### src/rtl/core/status_led_pattern_generator_unit_macros.svh
// Assertion helpers for the status LED pattern generator.
`ifndef STATUS_LED_PATTERN_GENERATOR_UNIT_MACROS_SVH
`define STATUS_LED_PATTERN_GENERATOR_UNIT_MACROS_SVH

// Same-cycle implication, checked outside of reset.
`define SLPG_ASSERT_IMPLIES(label, clk, rst, ante, cons) \
   label: assert property (@(posedge clk) disable iff (rst) (ante) |-> (cons)) \
      else $error("slpg: same-cycle check failed");

// Next-cycle implication, checked outside of reset.
`define SLPG_ASSERT_NEXT(label, clk, rst, ante, cons) \
   label: assert property (@(posedge clk) disable iff (rst) (ante) |=> (cons)) \
      else $error("slpg: next-cycle check failed");

`endif

### src/rtl/core/slpg_pkg.sv
`timescale 1ns / 1ps

package slpg_pkg;

   typedef logic [3:0]  status_type;
   typedef logic [15:0] period_type;
   typedef logic [7:0]  level_type;

   // Status modes, numbered from 0 up to STATUS_LAST.
   localparam status_type STATUS_INIT          = 4'd0;
   localparam status_type STATUS_IO_ERROR      = 4'd1;
   localparam status_type STATUS_COMM_ERROR    = 4'd2;
   localparam status_type STATUS_WAITING_PAIR  = 4'd3;
   localparam status_type STATUS_PAIRED        = 4'd4;
   localparam status_type STATUS_CMD_RECEIVED  = 4'd5;
   localparam status_type STATUS_UNPAIRED      = 4'd6;
   localparam status_type STATUS_RESETTING     = 4'd7;
   localparam status_type STATUS_POWER_LOW     = 4'd8;
   localparam status_type STATUS_SHORT_CIRCUIT = 4'd9;
   localparam status_type STATUS_OVERCURRENT   = 4'd10;
   localparam status_type STATUS_HOT_POWER     = 4'd11;
   localparam status_type STATUS_HOT_LED1      = 4'd12;
   localparam status_type STATUS_HOT_LED2      = 4'd13;
   localparam status_type STATUS_LAST          = STATUS_HOT_LED2;

   // Word kinds on the request channel.
   localparam logic MODE_TICK = 1'b0;
   localparam logic MODE_SET  = 1'b1;

   localparam period_type PERIOD_RESET = 16'd50;
   localparam period_type ELAPSED_MAX  = 16'hFFFF;

   // The step counter is kept as one phase counter per pattern period. All
   // periods divide 600, so the set of phases wraps exactly when the step would.
   typedef struct packed {
      logic [4:0] ph20;
      logic [4:0] ph30;
      logic [5:0] ph40;
      logic [5:0] ph60;
      logic [6:0] ph100;
   } phase_type;

   localparam logic [4:0] PH20_LAST  = 5'd19;
   localparam logic [4:0] PH30_LAST  = 5'd29;
   localparam logic [5:0] PH40_LAST  = 6'd39;
   localparam logic [5:0] PH60_LAST  = 6'd59;
   localparam logic [6:0] PH100_LAST = 7'd99;

   typedef struct packed {
      level_type red;
      level_type green;
      level_type blue;
   } rgb_type;

   // Pattern tables, indexed by phase. Entries past a table's period are zero.
   localparam int unsigned LUT_DEPTH = 100;
   typedef logic [6:0] lut_index_type;
   typedef level_type lut_type [LUT_DEPTH];

   localparam int unsigned LUT_KIND_TRI20    = 0;
   localparam int unsigned LUT_KIND_COMM     = 1;
   localparam int unsigned LUT_KIND_TRI30    = 2;
   localparam int unsigned LUT_KIND_PAIRED   = 3;
   localparam int unsigned LUT_KIND_TRI15    = 4;
   localparam int unsigned LUT_KIND_OVER     = 5;
   localparam int unsigned LUT_KIND_RESET_R  = 6;
   localparam int unsigned LUT_KIND_RESET_G  = 7;

   function automatic lut_type make_lut(input int unsigned kind);
      lut_type     t;
      int unsigned c;
      int unsigned v;
      for (c = 0; c < LUT_DEPTH; c++) begin
         v = 0;
         case (kind)
            LUT_KIND_TRI20: begin
               if (c < 20) v = (c * 255) / 20;
               else if (c < 40) v = ((40 - c) * 255) / 20;
            end
            LUT_KIND_COMM: begin
               if (c < 10) v = (((c * 255) / 10) * 3) / 4;
               else if (c < 20) v = ((((20 - c) * 255) / 10) * 3) / 4;
            end
            LUT_KIND_TRI30: begin
               if (c < 30) v = (c * 255) / 30;
               else if (c < 60) v = ((60 - c) * 255) / 30;
            end
            LUT_KIND_PAIRED: begin
               if (c < 50) v = 128 + (c * 127) / 50;
               else v = 255 - ((c - 50) * 127) / 50;
            end
            LUT_KIND_TRI15: begin
               if (c < 15) v = (c * 255) / 15;
               else if (c < 30) v = ((30 - c) * 255) / 15;
            end
            LUT_KIND_OVER: begin
               if (c < 15) v = (((c * 255) / 15) * 3) / 4;
               else if (c < 30) v = ((((30 - c) * 255) / 15) * 3) / 4;
            end
            LUT_KIND_RESET_R: begin
               if (c < 10) v = 255;
               else if (c < 20) v = 255 - ((c * 6 - 60) * 255) / 60;
            end
            LUT_KIND_RESET_G: begin
               if (c < 10) v = (c * 6 * 255) / 60;
               else if (c < 20) v = 255;
            end
            default: v = 0;
         endcase
         t[c] = 8'(v);
      end
      return t;
   endfunction

   localparam lut_type LUT_TRI20   = make_lut(LUT_KIND_TRI20);
   localparam lut_type LUT_COMM    = make_lut(LUT_KIND_COMM);
   localparam lut_type LUT_TRI30   = make_lut(LUT_KIND_TRI30);
   localparam lut_type LUT_PAIRED  = make_lut(LUT_KIND_PAIRED);
   localparam lut_type LUT_TRI15   = make_lut(LUT_KIND_TRI15);
   localparam lut_type LUT_OVER    = make_lut(LUT_KIND_OVER);
   localparam lut_type LUT_RESET_R = make_lut(LUT_KIND_RESET_R);
   localparam lut_type LUT_RESET_G = make_lut(LUT_KIND_RESET_G);

endpackage

### src/rtl/core/slpg_if.sv
`timescale 1ns / 1ps

interface slpg_req_if;
   import slpg_pkg::*;
   logic       valid;
   logic       ready;
   logic       mode;
   status_type new_status;
   modport source (output valid, output mode, output new_status, input ready);
   modport sink   (input valid, input mode, input new_status, output ready);
endinterface

interface slpg_rsp_if;
   import slpg_pkg::*;
   logic      valid;
   logic      ready;
   level_type red;
   level_type green;
   level_type blue;
   modport source (output valid, output red, output green, output blue, input ready);
   modport sink   (input valid, input red, input green, input blue, output ready);
endinterface

interface slpg_csr_if;
   import slpg_pkg::*;
   logic       valid;
   logic       ready;
   period_type update_period;
   modport source (output valid, output update_period, input ready);
   modport sink   (input valid, input update_period, output ready);
endinterface

### src/rtl/core/slpg_color.sv
`timescale 1ns / 1ps

module slpg_color (
   input  slpg_pkg::status_type status,
   input  slpg_pkg::phase_type  phase,
   output slpg_pkg::rgb_type    rgb
);
   import slpg_pkg::*;

   lut_index_type idx20;
   lut_index_type idx30;
   lut_index_type idx40;
   lut_index_type idx60;
   lut_index_type idx100;
   level_type     tri40;

   assign idx20  = 7'(phase.ph20);
   assign idx30  = 7'(phase.ph30);
   assign idx40  = 7'(phase.ph40);
   assign idx60  = 7'(phase.ph60);
   assign idx100 = phase.ph100;
   assign tri40  = LUT_TRI20[idx40];

   always_comb begin
      rgb = '0;
      unique case (status)
         STATUS_INIT: begin
            rgb.green = LUT_TRI20[idx60];
            rgb.blue  = LUT_TRI20[idx60];
         end
         STATUS_IO_ERROR: begin
            if (phase.ph20 >= 5'd10) rgb.red = 8'd255;
         end
         STATUS_COMM_ERROR: begin
            if (phase.ph40 < 6'd20) begin
               rgb.red   = 8'd255;
               rgb.green = LUT_COMM[idx40];
            end
         end
         STATUS_WAITING_PAIR: rgb.blue = LUT_TRI30[idx60];
         STATUS_PAIRED:       rgb.green = LUT_PAIRED[idx100];
         STATUS_CMD_RECEIVED: begin
            if (phase.ph20 < 5'd4) rgb = '1;
         end
         STATUS_UNPAIRED: begin
            if (phase.ph40 < 6'd30) begin
               rgb.red   = 8'd255;
               rgb.green = LUT_TRI15[idx40];
            end
         end
         STATUS_RESETTING: begin
            rgb.red   = LUT_RESET_R[idx20];
            rgb.green = LUT_RESET_G[idx20];
         end
         STATUS_POWER_LOW: begin
            rgb.red   = tri40;
            rgb.green = tri40 >> 2;
         end
         STATUS_SHORT_CIRCUIT: begin
            // Toggles every two steps: bit one of the step.
            if (phase.ph20[1]) rgb.red = 8'd255;
         end
         STATUS_OVERCURRENT: begin
            rgb.red   = 8'd255;
            rgb.green = LUT_OVER[idx30];
         end
         STATUS_HOT_POWER: rgb.red = tri40;
         STATUS_HOT_LED1: begin
            if (phase.ph20 < 5'd10) begin
               rgb.red   = 8'd255;
               rgb.green = 8'd100;
            end else begin
               rgb.red   = 8'd200;
               rgb.green = 8'd50;
            end
         end
         STATUS_HOT_LED2: begin
            if (phase.ph20 < 5'd10) begin
               rgb.red  = 8'd150;
               rgb.blue = 8'd255;
            end else begin
               rgb.red  = 8'd100;
               rgb.blue = 8'd200;
            end
         end
         default: rgb = '0;
      endcase
   end

endmodule

### src/rtl/core/status_led_pattern_generator_unit.sv
`timescale 1ns / 1ps
// Channel    Dir   Payload                      Accepted when
// req_chan   in    mode, new_status             valid && ready
// rsp_chan   out   red, green, blue             valid && ready
// csr_chan   in    update_period                valid && ready (ready is always high)
//
// Every request word is handled in the cycle it is accepted; a tick that ends an
// update period registers its color word in the result register or the skid buffer.
// One request word per cycle is sustained; the result register plus a one-word
// skid buffer decouple the two sides, and req_chan.ready drops only while the skid
// buffer holds a word. Reset is synchronous and active high; it restores the init
// mode, clears the divider and the step phases and sets the period to 50.
module status_led_pattern_generator_unit (
   input  logic              clock,
   input  logic              reset,
   slpg_req_if.sink          req_chan,
   slpg_rsp_if.source        rsp_chan,
   slpg_csr_if.sink          csr_chan
);
   import slpg_pkg::*;

`include "status_led_pattern_generator_unit_macros.svh"

   // Pattern state. The animation step is carried as a set of phase counters,
   // one per pattern period, which is the step taken modulo each period.
   status_type status_ff, status_in;
   status_type prev_ff, prev_in;
   phase_type  phase_ff, phase_in;
   phase_type  phase_adv;
   period_type elapsed_ff, elapsed_in;
   period_type elapsed_inc;
   period_type period_ff, period_in;

   // Result register and skid buffer.
   logic       rsp_valid_ff, rsp_valid_in;
   rgb_type    rsp_data_ff, rsp_data_in;
   logic       skid_valid_ff, skid_valid_in;
   rgb_type    skid_data_ff, skid_data_in;

   logic       req_accept;
   logic       rsp_pop;
   logic       step_now;
   rgb_type    color;

   assign req_chan.ready = !skid_valid_ff;
   assign req_accept     = req_chan.valid && req_chan.ready;
   assign rsp_pop        = rsp_valid_ff && rsp_chan.ready;
   assign csr_chan.ready = 1'b1;

   assign rsp_chan.valid = rsp_valid_ff;
   assign rsp_chan.red   = rsp_data_ff.red;
   assign rsp_chan.green = rsp_data_ff.green;
   assign rsp_chan.blue  = rsp_data_ff.blue;

   // The divider saturates rather than wrapping, so a very long period still ends.
   assign elapsed_inc = (elapsed_ff == ELAPSED_MAX) ? elapsed_ff : elapsed_ff + 16'd1;

   // Phases one step ahead; the color of a step is taken at the new step.
   always_comb begin
      phase_adv.ph20  = (phase_ff.ph20  == PH20_LAST)  ? '0 : phase_ff.ph20  + 5'd1;
      phase_adv.ph30  = (phase_ff.ph30  == PH30_LAST)  ? '0 : phase_ff.ph30  + 5'd1;
      phase_adv.ph40  = (phase_ff.ph40  == PH40_LAST)  ? '0 : phase_ff.ph40  + 6'd1;
      phase_adv.ph60  = (phase_ff.ph60  == PH60_LAST)  ? '0 : phase_ff.ph60  + 6'd1;
      phase_adv.ph100 = (phase_ff.ph100 == PH100_LAST) ? '0 : phase_ff.ph100 + 7'd1;
   end

   slpg_color u_color (
      .status (status_ff),
      .phase  (phase_adv),
      .rgb    (color)
   );

   // Mode and step update for the accepted word.
   always_comb begin
      status_in  = status_ff;
      prev_in    = prev_ff;
      phase_in   = phase_ff;
      elapsed_in = elapsed_ff;
      step_now   = 1'b0;
      if (req_accept) begin
         if (req_chan.mode == MODE_SET) begin
            // A set to an unknown mode, or to the mode already shown, is ignored.
            if (req_chan.new_status <= STATUS_LAST && req_chan.new_status != status_ff) begin
               prev_in   = status_ff;
               status_in = req_chan.new_status;
               phase_in  = '0;
            end
         end else if (elapsed_inc >= period_ff) begin
            // A zero period, or one lowered below the count, steps at once.
            elapsed_in = '0;
            step_now   = 1'b1;
            phase_in   = phase_adv;
            // The command flash shows its last (dark) step, then falls back to
            // the mode it interrupted.
            if (status_ff == STATUS_CMD_RECEIVED && phase_adv.ph20 == PH20_LAST &&
                prev_ff != status_ff) begin
               prev_in   = status_ff;
               status_in = prev_ff;
               phase_in  = '0;
            end
         end else begin
            elapsed_in = elapsed_inc;
         end
      end
   end

   assign period_in = csr_chan.valid ? csr_chan.update_period : period_ff;

   // Output side: a new color goes to the result register when it is free or
   // being drained, and to the skid buffer otherwise.
   always_comb begin
      rsp_valid_in  = rsp_valid_ff;
      rsp_data_in   = rsp_data_ff;
      skid_valid_in = skid_valid_ff;
      skid_data_in  = skid_data_ff;
      if (skid_valid_ff) begin
         if (rsp_pop) begin
            rsp_data_in   = skid_data_ff;
            skid_valid_in = 1'b0;
         end
      end else if (step_now) begin
         if (!rsp_valid_ff || rsp_pop) begin
            rsp_valid_in = 1'b1;
            rsp_data_in  = color;
         end else begin
            skid_valid_in = 1'b1;
            skid_data_in  = color;
         end
      end else if (rsp_pop) begin
         rsp_valid_in = 1'b0;
      end
   end

   always_ff @(posedge clock) begin
      if (reset) begin
         status_ff     <= STATUS_INIT;
         prev_ff       <= STATUS_INIT;
         phase_ff      <= '0;
         elapsed_ff    <= '0;
         period_ff     <= PERIOD_RESET;
         rsp_valid_ff  <= 1'b0;
         skid_valid_ff <= 1'b0;
      end else begin
         status_ff     <= status_in;
         prev_ff       <= prev_in;
         phase_ff      <= phase_in;
         elapsed_ff    <= elapsed_in;
         period_ff     <= period_in;
         rsp_valid_ff  <= rsp_valid_in;
         skid_valid_ff <= skid_valid_in;
      end
   end

   always_ff @(posedge clock) begin
      rsp_data_ff  <= rsp_data_in;
      skid_data_ff <= skid_data_in;
   end

   // The skid buffer only ever backs up an occupied result register.
   `SLPG_ASSERT_IMPLIES(a_skid_behind_rsp, clock, reset, skid_valid_ff, rsp_valid_ff)
   // Any change of mode restarts the animation from step zero.
   `SLPG_ASSERT_IMPLIES(a_mode_change_clears_phase, clock, reset, !$stable(status_ff), phase_ff == '0)
   // A step always leaves a result waiting on the next cycle.
   `SLPG_ASSERT_NEXT(a_step_gives_result, clock, reset, step_now, rsp_valid_ff)

endmodule
### src/flat_wrapper.sv
// flat-port wrapper written by rule: the top's interface ports become plain ports
module status_led_pattern_generator_unit_flat import slpg_pkg::*;
  (clock, reset, req_chan_valid, req_chan_mode, req_chan_new_status, req_chan_ready, rsp_chan_valid, rsp_chan_red, rsp_chan_green, rsp_chan_blue, rsp_chan_ready, csr_chan_valid, csr_chan_update_period, csr_chan_ready);
  slpg_req_if req_chan_i ();
  slpg_rsp_if rsp_chan_i ();
  slpg_csr_if csr_chan_i ();
  input  logic clock;
  input  logic reset;
  input wire logic [$bits(req_chan_i.valid)-1:0] req_chan_valid;
  input wire logic [$bits(req_chan_i.mode)-1:0] req_chan_mode;
  input wire logic [$bits(req_chan_i.new_status)-1:0] req_chan_new_status;
  output wire logic [$bits(req_chan_i.ready)-1:0] req_chan_ready;
  output wire logic [$bits(rsp_chan_i.valid)-1:0] rsp_chan_valid;
  output wire logic [$bits(rsp_chan_i.red)-1:0] rsp_chan_red;
  output wire logic [$bits(rsp_chan_i.green)-1:0] rsp_chan_green;
  output wire logic [$bits(rsp_chan_i.blue)-1:0] rsp_chan_blue;
  input wire logic [$bits(rsp_chan_i.ready)-1:0] rsp_chan_ready;
  input wire logic [$bits(csr_chan_i.valid)-1:0] csr_chan_valid;
  input wire logic [$bits(csr_chan_i.update_period)-1:0] csr_chan_update_period;
  output wire logic [$bits(csr_chan_i.ready)-1:0] csr_chan_ready;
  assign req_chan_i.valid = req_chan_valid;
  assign req_chan_i.mode = req_chan_mode;
  assign req_chan_i.new_status = req_chan_new_status;
  assign req_chan_ready = req_chan_i.ready;
  assign rsp_chan_valid = rsp_chan_i.valid;
  assign rsp_chan_red = rsp_chan_i.red;
  assign rsp_chan_green = rsp_chan_i.green;
  assign rsp_chan_blue = rsp_chan_i.blue;
  assign rsp_chan_i.ready = rsp_chan_ready;
  assign csr_chan_i.valid = csr_chan_valid;
  assign csr_chan_i.update_period = csr_chan_update_period;
  assign csr_chan_ready = csr_chan_i.ready;
  status_led_pattern_generator_unit u_core (.clock(clock), .reset(reset), .req_chan(req_chan_i), .rsp_chan(rsp_chan_i), .csr_chan(csr_chan_i));
endmodule
### config.mk
export PLATFORM = sky130hd
export DESIGN_NAME = status_led_pattern_generator_unit_flat
export DESIGN_NICKNAME = d
export VERILOG_FILES = /design/src/rtl/core/slpg_pkg.sv /design/src/rtl/core/slpg_if.sv /design/src/rtl/core/slpg_color.sv /design/src/rtl/core/status_led_pattern_generator_unit.sv /design/src/flat_wrapper.sv
export VERILOG_INCLUDE_DIRS = /design/src /design/src/rtl/core
export SDC_FILE = /design/constraint.sdc
export NUM_CORES = 1
export LEC_CHECK = 0
export ABC_AREA = 1
export ABC_CLOCK_PERIOD_IN_PS = 4400
export CAP_MARGIN = 40
export CORE_MARGIN = 2
export CORE_UTILIZATION = 58
export DETAILED_ROUTE_END_ITERATION = 7
export DONT_BUFFER_PORTS = 1
export PLACE_DENSITY = 0.76
export SLEW_MARGIN = 10
export SYNTH_ARGS = -nofsm -noshare
export SYNTH_HDL_FRONTEND = slang
export SYNTH_SLANG_ARGS = --single-unit
export TNS_END_PERCENT = 30
### constraint.sdc
create_clock -name clock -period 4.4 [get_ports clock]
set_input_delay 1.32 -clock clock [delete_from_list [all_inputs] [get_ports clock]]
set_output_delay 1.32 -clock clock [all_outputs]
set_load 0.02 [all_outputs]
## Word level (Yosys, flattened, before mapping)

Memories as Yosys holds them, arrays and structs flattened.
Index checks and enable logic that the tools add are counted.

- $add $sub $neg: 6
- Magnitude comparators: 12
- Eq/ne operators: 25
- Muxes and demuxes: 62
- Bitwise operators: 8
- Reductions and logical operators: 21

Operator list:

| kind | number |
|---|---|
| 8-bit two-way mux | 21 |
| 24-bit two-way mux | 5 |
| 29-bit two-way mux | 4 |
| 8-bit one-hot mux with 10 select lines | 1 |
| 8-bit one-hot mux with 9 select lines | 1 |
| 16-bit two-way mux | 4 |
| 8-bit >= comparator, second input constant | 5 |
| 4-bit two-way mux | 8 |
| 8-bit one-hot mux with 4 select lines | 1 |
| 4-bit == test, second input constant | 6 |
| 6-bit two-way mux | 3 |
| 16-bit by 1-bit adder with 16-bit output, second input constant | 1 |
| 16-bit == test, second input constant | 1 |
| 4-bit by 3-bit == test with 1-bit output, second input constant | 4 |
| 16-bit >= comparator | 1 |
| 5-bit inverter with 8-bit output | 2 |
| 6-bit inverter with 8-bit output | 2 |
| 5-bit == test, second input constant | 3 |
| 14-bit two-way mux | 1 |
| 6-bit by 1-bit adder with 6-bit output, second input constant | 2 |
| 6-bit == test, second input constant | 2 |
| 6-bit by 5-bit less-than comparator with 1-bit output, second input constant | 2 |
| 3-bit AND reduction | 4 |
| 5-bit by 1-bit adder with 5-bit output, second input constant | 2 |
| 24 further kinds | 48 |

- Bits in registers: 119
- ROM bits: 9216
- Input port bits: 26
- Output and inout bits: 27
- Logic and storage cells: 160
- Memories kept: 9

Memory list:

| name | depth | width | rd ports | clocked after memory_dff | write ports | line | source |
|---|---|---|---|---|---|---|---|
| (no name shown) | 128 | 8 | 1 | 0 | 0 | slpg_color.sv:65 | `rgb.green = LUT_OVER[idx30];` |
| (no name shown) | 128 | 8 | 1 | 0 | 0 | slpg_color.sv:53 | `rgb.green = LUT_RESET_G[idx20];` |
| (no name shown) | 128 | 8 | 1 | 0 | 0 | slpg_color.sv:52 | `rgb.red = LUT_RESET_R[idx20];` |
| (no name shown) | 128 | 8 | 1 | 0 | 0 | slpg_color.sv:48 | `rgb.green = LUT_TRI15[idx40];` |
| (no name shown) | 128 | 8 | 1 | 0 | 0 | slpg_color.sv:41 | `STATUS_PAIRED: rgb.green = LUT_PAIRED[idx100];` |
| (no name shown) | 128 | 8 | 1 | 0 | 0 | slpg_color.sv:40 | `STATUS_WAITING_PAIR: rgb.blue = LUT_TRI30[idx60];` |
| 3 more memories | - | - | - | - | - | - |  |

## Depth between registers and ports, before layout

- Word-level depth: 11
- Mapped depth: 23
- Mapped depth without buffers: 23

## Modules after synthesis

Synthesis repeated with hierarchy kept, for this count alone.

- Cell total of the unflattened synthesis: 1713
- Area, all modules: 10543.9 sq um

Modules (own cells, without submodules):

| module | times used | cells an instance | area each (sq um) | sequential area each (sq um) |
|---|---|---|---|---|
| status_led_pattern_generator_unit | 1 | 844 | 6356.1 | 2862.7 |
| slpg_color | 1 | 869 | 4187.8 | 0.0 |

## Worst setup path after synthesis

Ideal clock, no wire load.

- Kind: reg2reg
- Start: register u_core.elapsed_ff[3]
- End: register u_core.rsp_data_ff (netlist bit u_core.rsp_chan.blue[0]), enable pin
- Setup time: 0.438 ns
- Data arrival time: 3.186 ns
- Data required time: 3.962 ns
- Path slack: 0.776 ns
- Cell stages (with the launch flop): 21
- Path buffers: 0
- Clock period less this slack: 3.624 ns
- Cells stage by stage: dfxtp_1 > inv_1 > nor2_1 > nand2_1 > nor2_1 > nand2_1 > nor2_1 > nand3_1 > o21ai_0 > nand3_1 > ha_1 > nand2_1 > inv_1 > nand3_1 > nor3_1 > nand3_1 > nand3_1 > nand2_1 > inv_1 > nand2_1 > o21ai_0

- Cells in the longest elaborated chain, start to end: 8
- Elaborated cells between the ends (all ways): 9
- Classes of those cells: add/sub: 1; order compare: 1; eq/ne: 1; mux: 4; reduce/logical: 2

Ends and longest elaborated chain:

| item | line | source |
|---|---|---|
| start, declared | status_led_pattern_generator_unit.sv:30 | `period_type elapsed_ff, elapsed_in;` |
| start signal, assigned | status_led_pattern_generator_unit.sv:147 | `elapsed_ff <= elapsed_in;` |
| 16-bit by 1-bit adder with 16-bit output / 16-bit == test (equally long branches) | status_led_pattern_generator_unit.sv:56 | `assign elapsed_inc = (elapsed_ff == ELAPSED_MAX) ? elapsed_ff : elapsed_ff + 16'd1;` |
| 16-bit two-way mux (*) | status_led_pattern_generator_unit.sv:56 |  |
| 16-bit >= comparator (*) | status_led_pattern_generator_unit.sv:88 | `end else if (elapsed_inc >= period_ff) begin` |
| 1-bit two-way mux (*) | status_led_pattern_generator_unit.sv:88 |  |
| 1-bit two-way mux (*) | status_led_pattern_generator_unit.sv:81 | `if (req_chan.mode == MODE_SET) begin` |
| 1-bit two-way mux (*) | status_led_pattern_generator_unit.sv:80 | `if (req_accept) begin` |
| 2-bit nonzero test (no source line) (*) | - |  |
| 3-bit AND reduction (no source line) (*) | - |  |
| end signal, assigned | status_led_pattern_generator_unit.sv:155 | `rsp_data_ff <= rsp_data_in;` |
| end, declared | status_led_pattern_generator_unit.sv:36 | `rgb_type rsp_data_ff, rsp_data_in;` |

Mark *: on every way between the ends. The rest lies on a longest branch, timed or not.
A chain may end at the register's enable or synchronous reset.

## Worst setup path after layout

- Start: register u_core.elapsed_ff[3]
- End: register u_core.phase_ff[24] (netlist name)

- Cells in the longest elaborated chain, start to end: 5
- Elaborated cells between the ends (all ways): 6
- Classes of those cells: add/sub: 1; order compare: 1; eq/ne: 1; mux: 1; reduce/logical: 2

Ends and longest elaborated chain:

| item | line | source |
|---|---|---|
| 16-bit by 1-bit adder with 16-bit output / 16-bit == test (equally long branches) | status_led_pattern_generator_unit.sv:56 |  |
| 16-bit two-way mux (*) | status_led_pattern_generator_unit.sv:56 |  |
| 16-bit >= comparator (*) | status_led_pattern_generator_unit.sv:88 |  |
| 2-bit nonzero test (no source line) (*) | - |  |
| 3-bit AND reduction (no source line) (*) | - |  |
| end signal, assigned | status_led_pattern_generator_unit.sv:146 | `phase_ff <= phase_in;` |
| end, declared | status_led_pattern_generator_unit.sv:28 | `phase_type phase_ff, phase_in;` |

Marks and branches as above.

==> flow_summary_export.csv <==
group,metric,value,unit
detailed_routing,viasPerCell,5.901,
synth,syn_area,10380,um^2
clock_tree,root_buffer,"clkbuf_16",
worst_hold_path,hp-class,"reg -> reg",
worst_setup_path,critical_path_buf_inv_count,3,
synth,ys_types,51,
placed_design,gp_congestion,0.9655,
detailed_routing,drc,0,
clock_tree,cts-htree-levels,4,
clock_tree,cts-buffers-inserted,17,
timing,slew_viol_final,0,
floorplanning,fp.dieH,137.8,um
cells_and_area,diodes,0,
timing,period_needed,3811,ps
worst_setup_path,r2r_cells,21,
timing,tightest_slew,884.7,ps
timing,tns,0,ps
run_status,status,"finished, final reports clean",
power_and_ir_drop,powerDensity,293.4,nW/um^2
floorplanning,core,17420,um^2
floorplanning,start_util,59.61,%
global_routing,grt_pass1_wl,47.93,mm
detailed_routing,num_vias,10830,
worst_setup_path,crit_path_max_incr_delay,400,ps
clock_tree,cts_setup_buffers,0,
synth,ys.flop_type,"dfxtp_1",
synth,avgSynthCellArea,6.346,um^2
synth,synth_seq_area_share,27.57,%
timing,timing.fmax,262.4,MHz
cells_and_area,seq_area,2863,um^2
synth,ys.warnings.count,0,
clock_tree,cts-hold-fix-buffers,0,
worst_setup_path,worst_setup_path_start_kind,"register",
cells_and_area,drive_gt1_share,8.634,%
floorplanning,dieArea,18990,um^2
synth,syn_inst,1636,
floorplanning,die_w,137.8,um
global_routing,antenna_found_initial,0,
worst_setup_path,r2r_slack,590,ps
detailed_routing,routedWlPerCell,15.91,um
cells_and_area,multi_input_area,6475,um^2
worst_setup_path,path_cells,"inv_1 > nor2_1 > nand2_1 > nor2_1 > nand2_1 > nor2_1 > nand3_1 > o21ai_0 > nand3_1 > ha_1 > nand2_1 > inv_1 > nand3_1 > nor3_1 > nand3_1 > nand3_1 > nand2_1 > nand2_1 > inv_2 > a21oi_1 > nor2_1",
worst_setup_path,r2r-end,"u_core.phase_ff[24]$_SDFFE_PP0P_",
detailed_routing,routed_wl,29.19,mm
worst_setup_path,crit_end,"u_core.phase_ff[24]$_SDFFE_PP0P_",
cells_and_area,fillers,1643,
worst_setup_path,worstSetupStartpoint,"u_core.elapsed_ff[3]$_SDFFE_PP0P_",
timing,fin_crit_sh,86.61,%
detailed_routing,final_antenna_net_count,0,
timing,maxSlewHeadroom,40.95,%
power_and_ir_drop,peakVddDrop,285.2,uV
cells_and_area,nets,1675,
placed_design,dp_slack,658.6,ps
detailed_routing,drt-initial-drc-count,1236,
placed_design,dpl.hpwl,21.31,mm
synth,ys_ff_latch,119,
worst_setup_path,slowest_stage,"dfxtp_1",
clock_tree,cts_sinks,119,
timing,finalSetupViolCount,0,
clock_tree,clock_path_buffers,2,
worst_setup_path,path_depth,21,
flow_run,cap_violations,0,
power_and_ir_drop,total_leakage_power,5.144,nW
worst_setup_path,cp_max_fo,28,
synth,synth-edff-count,48,
clock_tree,clk_pin_slew,60,ps
synth,async_flop_share,0,%
timing,finalWorstSetupSlack,589.2,ps
placed_design,io_buffer_count,0,
clock_tree,insertion_delay,430,ps
floorplanning,ioPinCount,53,
clock_tree,cts_tree,"built",
timing,fin_skew,9.359,ps
global_routing,grt_pass1_vias,9627,
worst_setup_path,cp.required,4710,ps
floorplanning,core.rowCount,48,
timing,rsz0062_at_grt,"false",
worst_setup_path,crit_arrival,4120,ps
worst_setup_path,worstSetupEndpointType,"register",
synth,synth_nets,1714,
timing,hold_viol,0,
clock_tree,cts_resized,0,
global_routing,grt_usage,31.60,%
worst_setup_path,reg2reg_from,"u_core.elapsed_ff[3]$_SDFFE_PP0P_",
cells_and_area,area.growth.synth_to_final,5.664,%
global_routing,grt_max_degree,43,
detailed_routing,dr.pass1.iters,6,
power_and_ir_drop,power,3.219,mW
global_routing,overflow,0,
worst_setup_path,cpLargestDelayFamily,"simple AND/OR/NAND/NOR gates",
worst_hold_path,hold_start,"u_core.period_ff[3]$_SDFFE_PP0P_",
worst_setup_path,critPathKind,"reg -> reg",
stage by stage:
stage	cells	instance area [um^2]	hold slack (ps)	utilization, %
6_report	1835	10970	469.6	62.99
5_1_grt	1835	10970	488.4	62.99
4_1_cts	1835	10970	473.6	62.99
3_5_place_dp	1803	10330	464.7	59.29
3_3_place_gp	1802	10310	458.2	59.20
2_1_floorplan	1636	10380	435.3	-
cell type report:
class	count	share of cell area, %
Clock inverter	15	1.996
Clock buffer	17	3.878
Multi-Input combinational cell	1284	59.02
Tap cell	225	2.566
Sequential cell	119	26.09
Timing Repair Buffer	10	0.7527
Inverter	165	5.691
synth_stat cells (2+ instances only):
| cell type | n | area, um^2 |
|---|---|---|
| buf_6 | 12 | 135.1 |
| nand4_2 | 3 | 37.54 |
| nor2_4 | 4 | 45.04 |
| nand3_2 | 10 | 100.1 |
| inv_1 | 145 | 544.3 |
| nor3_1 | 8 | 40.04 |
| clkinv_1 | 5 | 18.77 |
| xor2_1 | 10 | 87.58 |
| buf_4 | 14 | 105.1 |
| nand3_1 | 207 | 1036 |
| o21ai_2 | 4 | 35.03 |
| a21oi_2 | 2 | 17.52 |
| nand2_4 | 3 | 33.78 |
| o22ai_1 | 4 | 25.02 |
| buf_1 | 4 | 15.01 |
| o21ai_0 | 101 | 505.5 |
| dfxtp_1 | 71 | 1421 |
| nand4_1 | 21 | 131.4 |
| edfxtp_1 | 48 | 1441 |
| xnor2_1 | 8 | 70.07 |
| nand2_1 | 493 | 1851 |
| nand2_2 | 25 | 156.4 |
| buf_2 | 21 | 105.1 |
| ha_1 | 52 | 650.6 |
| nor2_1 | 136 | 510.5 |
| or2_1 | 2 | 12.51 |
| or2_2 | 2 | 12.51 |
| a21oi_1 | 117 | 585.6 |
| o211ai_1 | 9 | 67.56 |
| clkbuf_1 | 17 | 63.81 |
| inv_2 | 14 | 52.55 |
| a31oi_1 | 9 | 56.30 |
| nand3b_1 | 3 | 22.52 |
| nor2_2 | 21 | 131.4 |
| o21ai_1 | 15 | 75.07 |
sequential cells by signal, indices dropped and copies added, names as in the netlist:
signal	cells
u_core.elapsed_ff	16
u_core.period_ff	16
u_core.phase_ff	29
u_core.prev_ff	4
u_core.rsp_chan.blue	8
u_core.rsp_chan.green	8
u_core.rsp_chan.red	8
u_core.rsp_chan.valid	1
u_core.skid_data_ff	24
u_core.skid_valid_ff	1
u_core.status_ff	4
worst reg2reg max path: cells and delay by family (launching register included):
kind / cells / cell delay, ps
AOI/OAI and AO/OA: 2 / 420
buffers and inverters: 3 / 510
DFF: 1 / 400
adders and majority gates: 1 / 320
and+or+nand+nor: 15 / 2050
worst min-delay path by stage:
stage / to / slack [ps] / cells after the start
2_1_floorplan: u_core.period_ff[15]$_SDFFE_PP0P_ / 440 / 2
3_3_place_gp: u_core.period_ff[2]$_SDFFE_PP0P_ / 460 / 2
3_5_place_dp: u_core.period_ff[2]$_SDFFE_PP0P_ / 460 / 2
4_1_cts: u_core.period_ff[9]$_SDFFE_PP0P_ / 470 / 2
5_1_grt: u_core.period_ff[9]$_SDFFE_PP0P_ / 490 / 2
6_report: u_core.period_ff[3]$_SDFFE_PP0P_ / 470 / 2
kinds of logic (layout without fill, tap and decap cells):
| group | count (synthesis) | in the layout | synth area share [%] |
|---|---|---|---|
| AND/OR/NAND/NOR | 945 | 945 | 40.49 |
| XOR/XNOR | 20 | 20 | 1.940 |
| AO/OA/AOI/OAI | 266 | 266 | 13.59 |
| other | 1 | 1 | 0.03612 |
| buffers and inverters | 233 | 207 | 10.10 |
| adder cells (fa/ha/maj) | 52 | 52 | 6.267 |
| flip-flops | 119 | 119 | 27.57 |
routing by layer:
layer	global-route usage [%]	part of all wire [%]	vias to the layer above	wire length [um]
met3	4.930	7.2	69	2116
li1	-	-	5319	-
met1	42.87	44	4956	12740
met4	10.71	2.7	0	778
met2	51.24	46	484	13550
met5	0	0	-	0
layout by cell type, fill, tap and decap left out, types with 4 or more instances in the layout:
| cell | n |
|---|---|
| nand2_1 | 493 |
| nand3_1 | 207 |
| inv_1 | 145 |
| nor2_1 | 136 |
| a21oi_1 | 117 |
| o21ai_0 | 100 |
| dfxtp_1 | 71 |
| ha_1 | 52 |
| edfxtp_1 | 48 |
| nand2_2 | 25 |
| nor2_2 | 21 |
| nand4_1 | 21 |
| clkbuf_16 | 17 |
| o21ai_1 | 15 |
| inv_2 | 14 |
| xor2_1 | 10 |
| nand3_2 | 10 |
| o211ai_1 | 9 |
| a31oi_1 | 9 |
| buf_4 | 9 |
| xnor2_1 | 8 |
| nor3_1 | 8 |
| clkinv_4 | 8 |
| clkinv_1 | 5 |
| o21ai_2 | 5 |
| nor2_4 | 4 |
| o22ai_1 | 4 |
| bufinv_16 | 4 |
power breakdown:
part / total, mW / internal (mW) / switching [mW]
Sequential: 1.21 / 1.18 / 0.0274
Combinational: 0.495 / 0.153 / 0.342
Clock: 1.52 / 0.961 / 0.557
Total: 3.22 / 2.29 / 0.926
No activity file was read; power rests on OpenSTA's default activity.
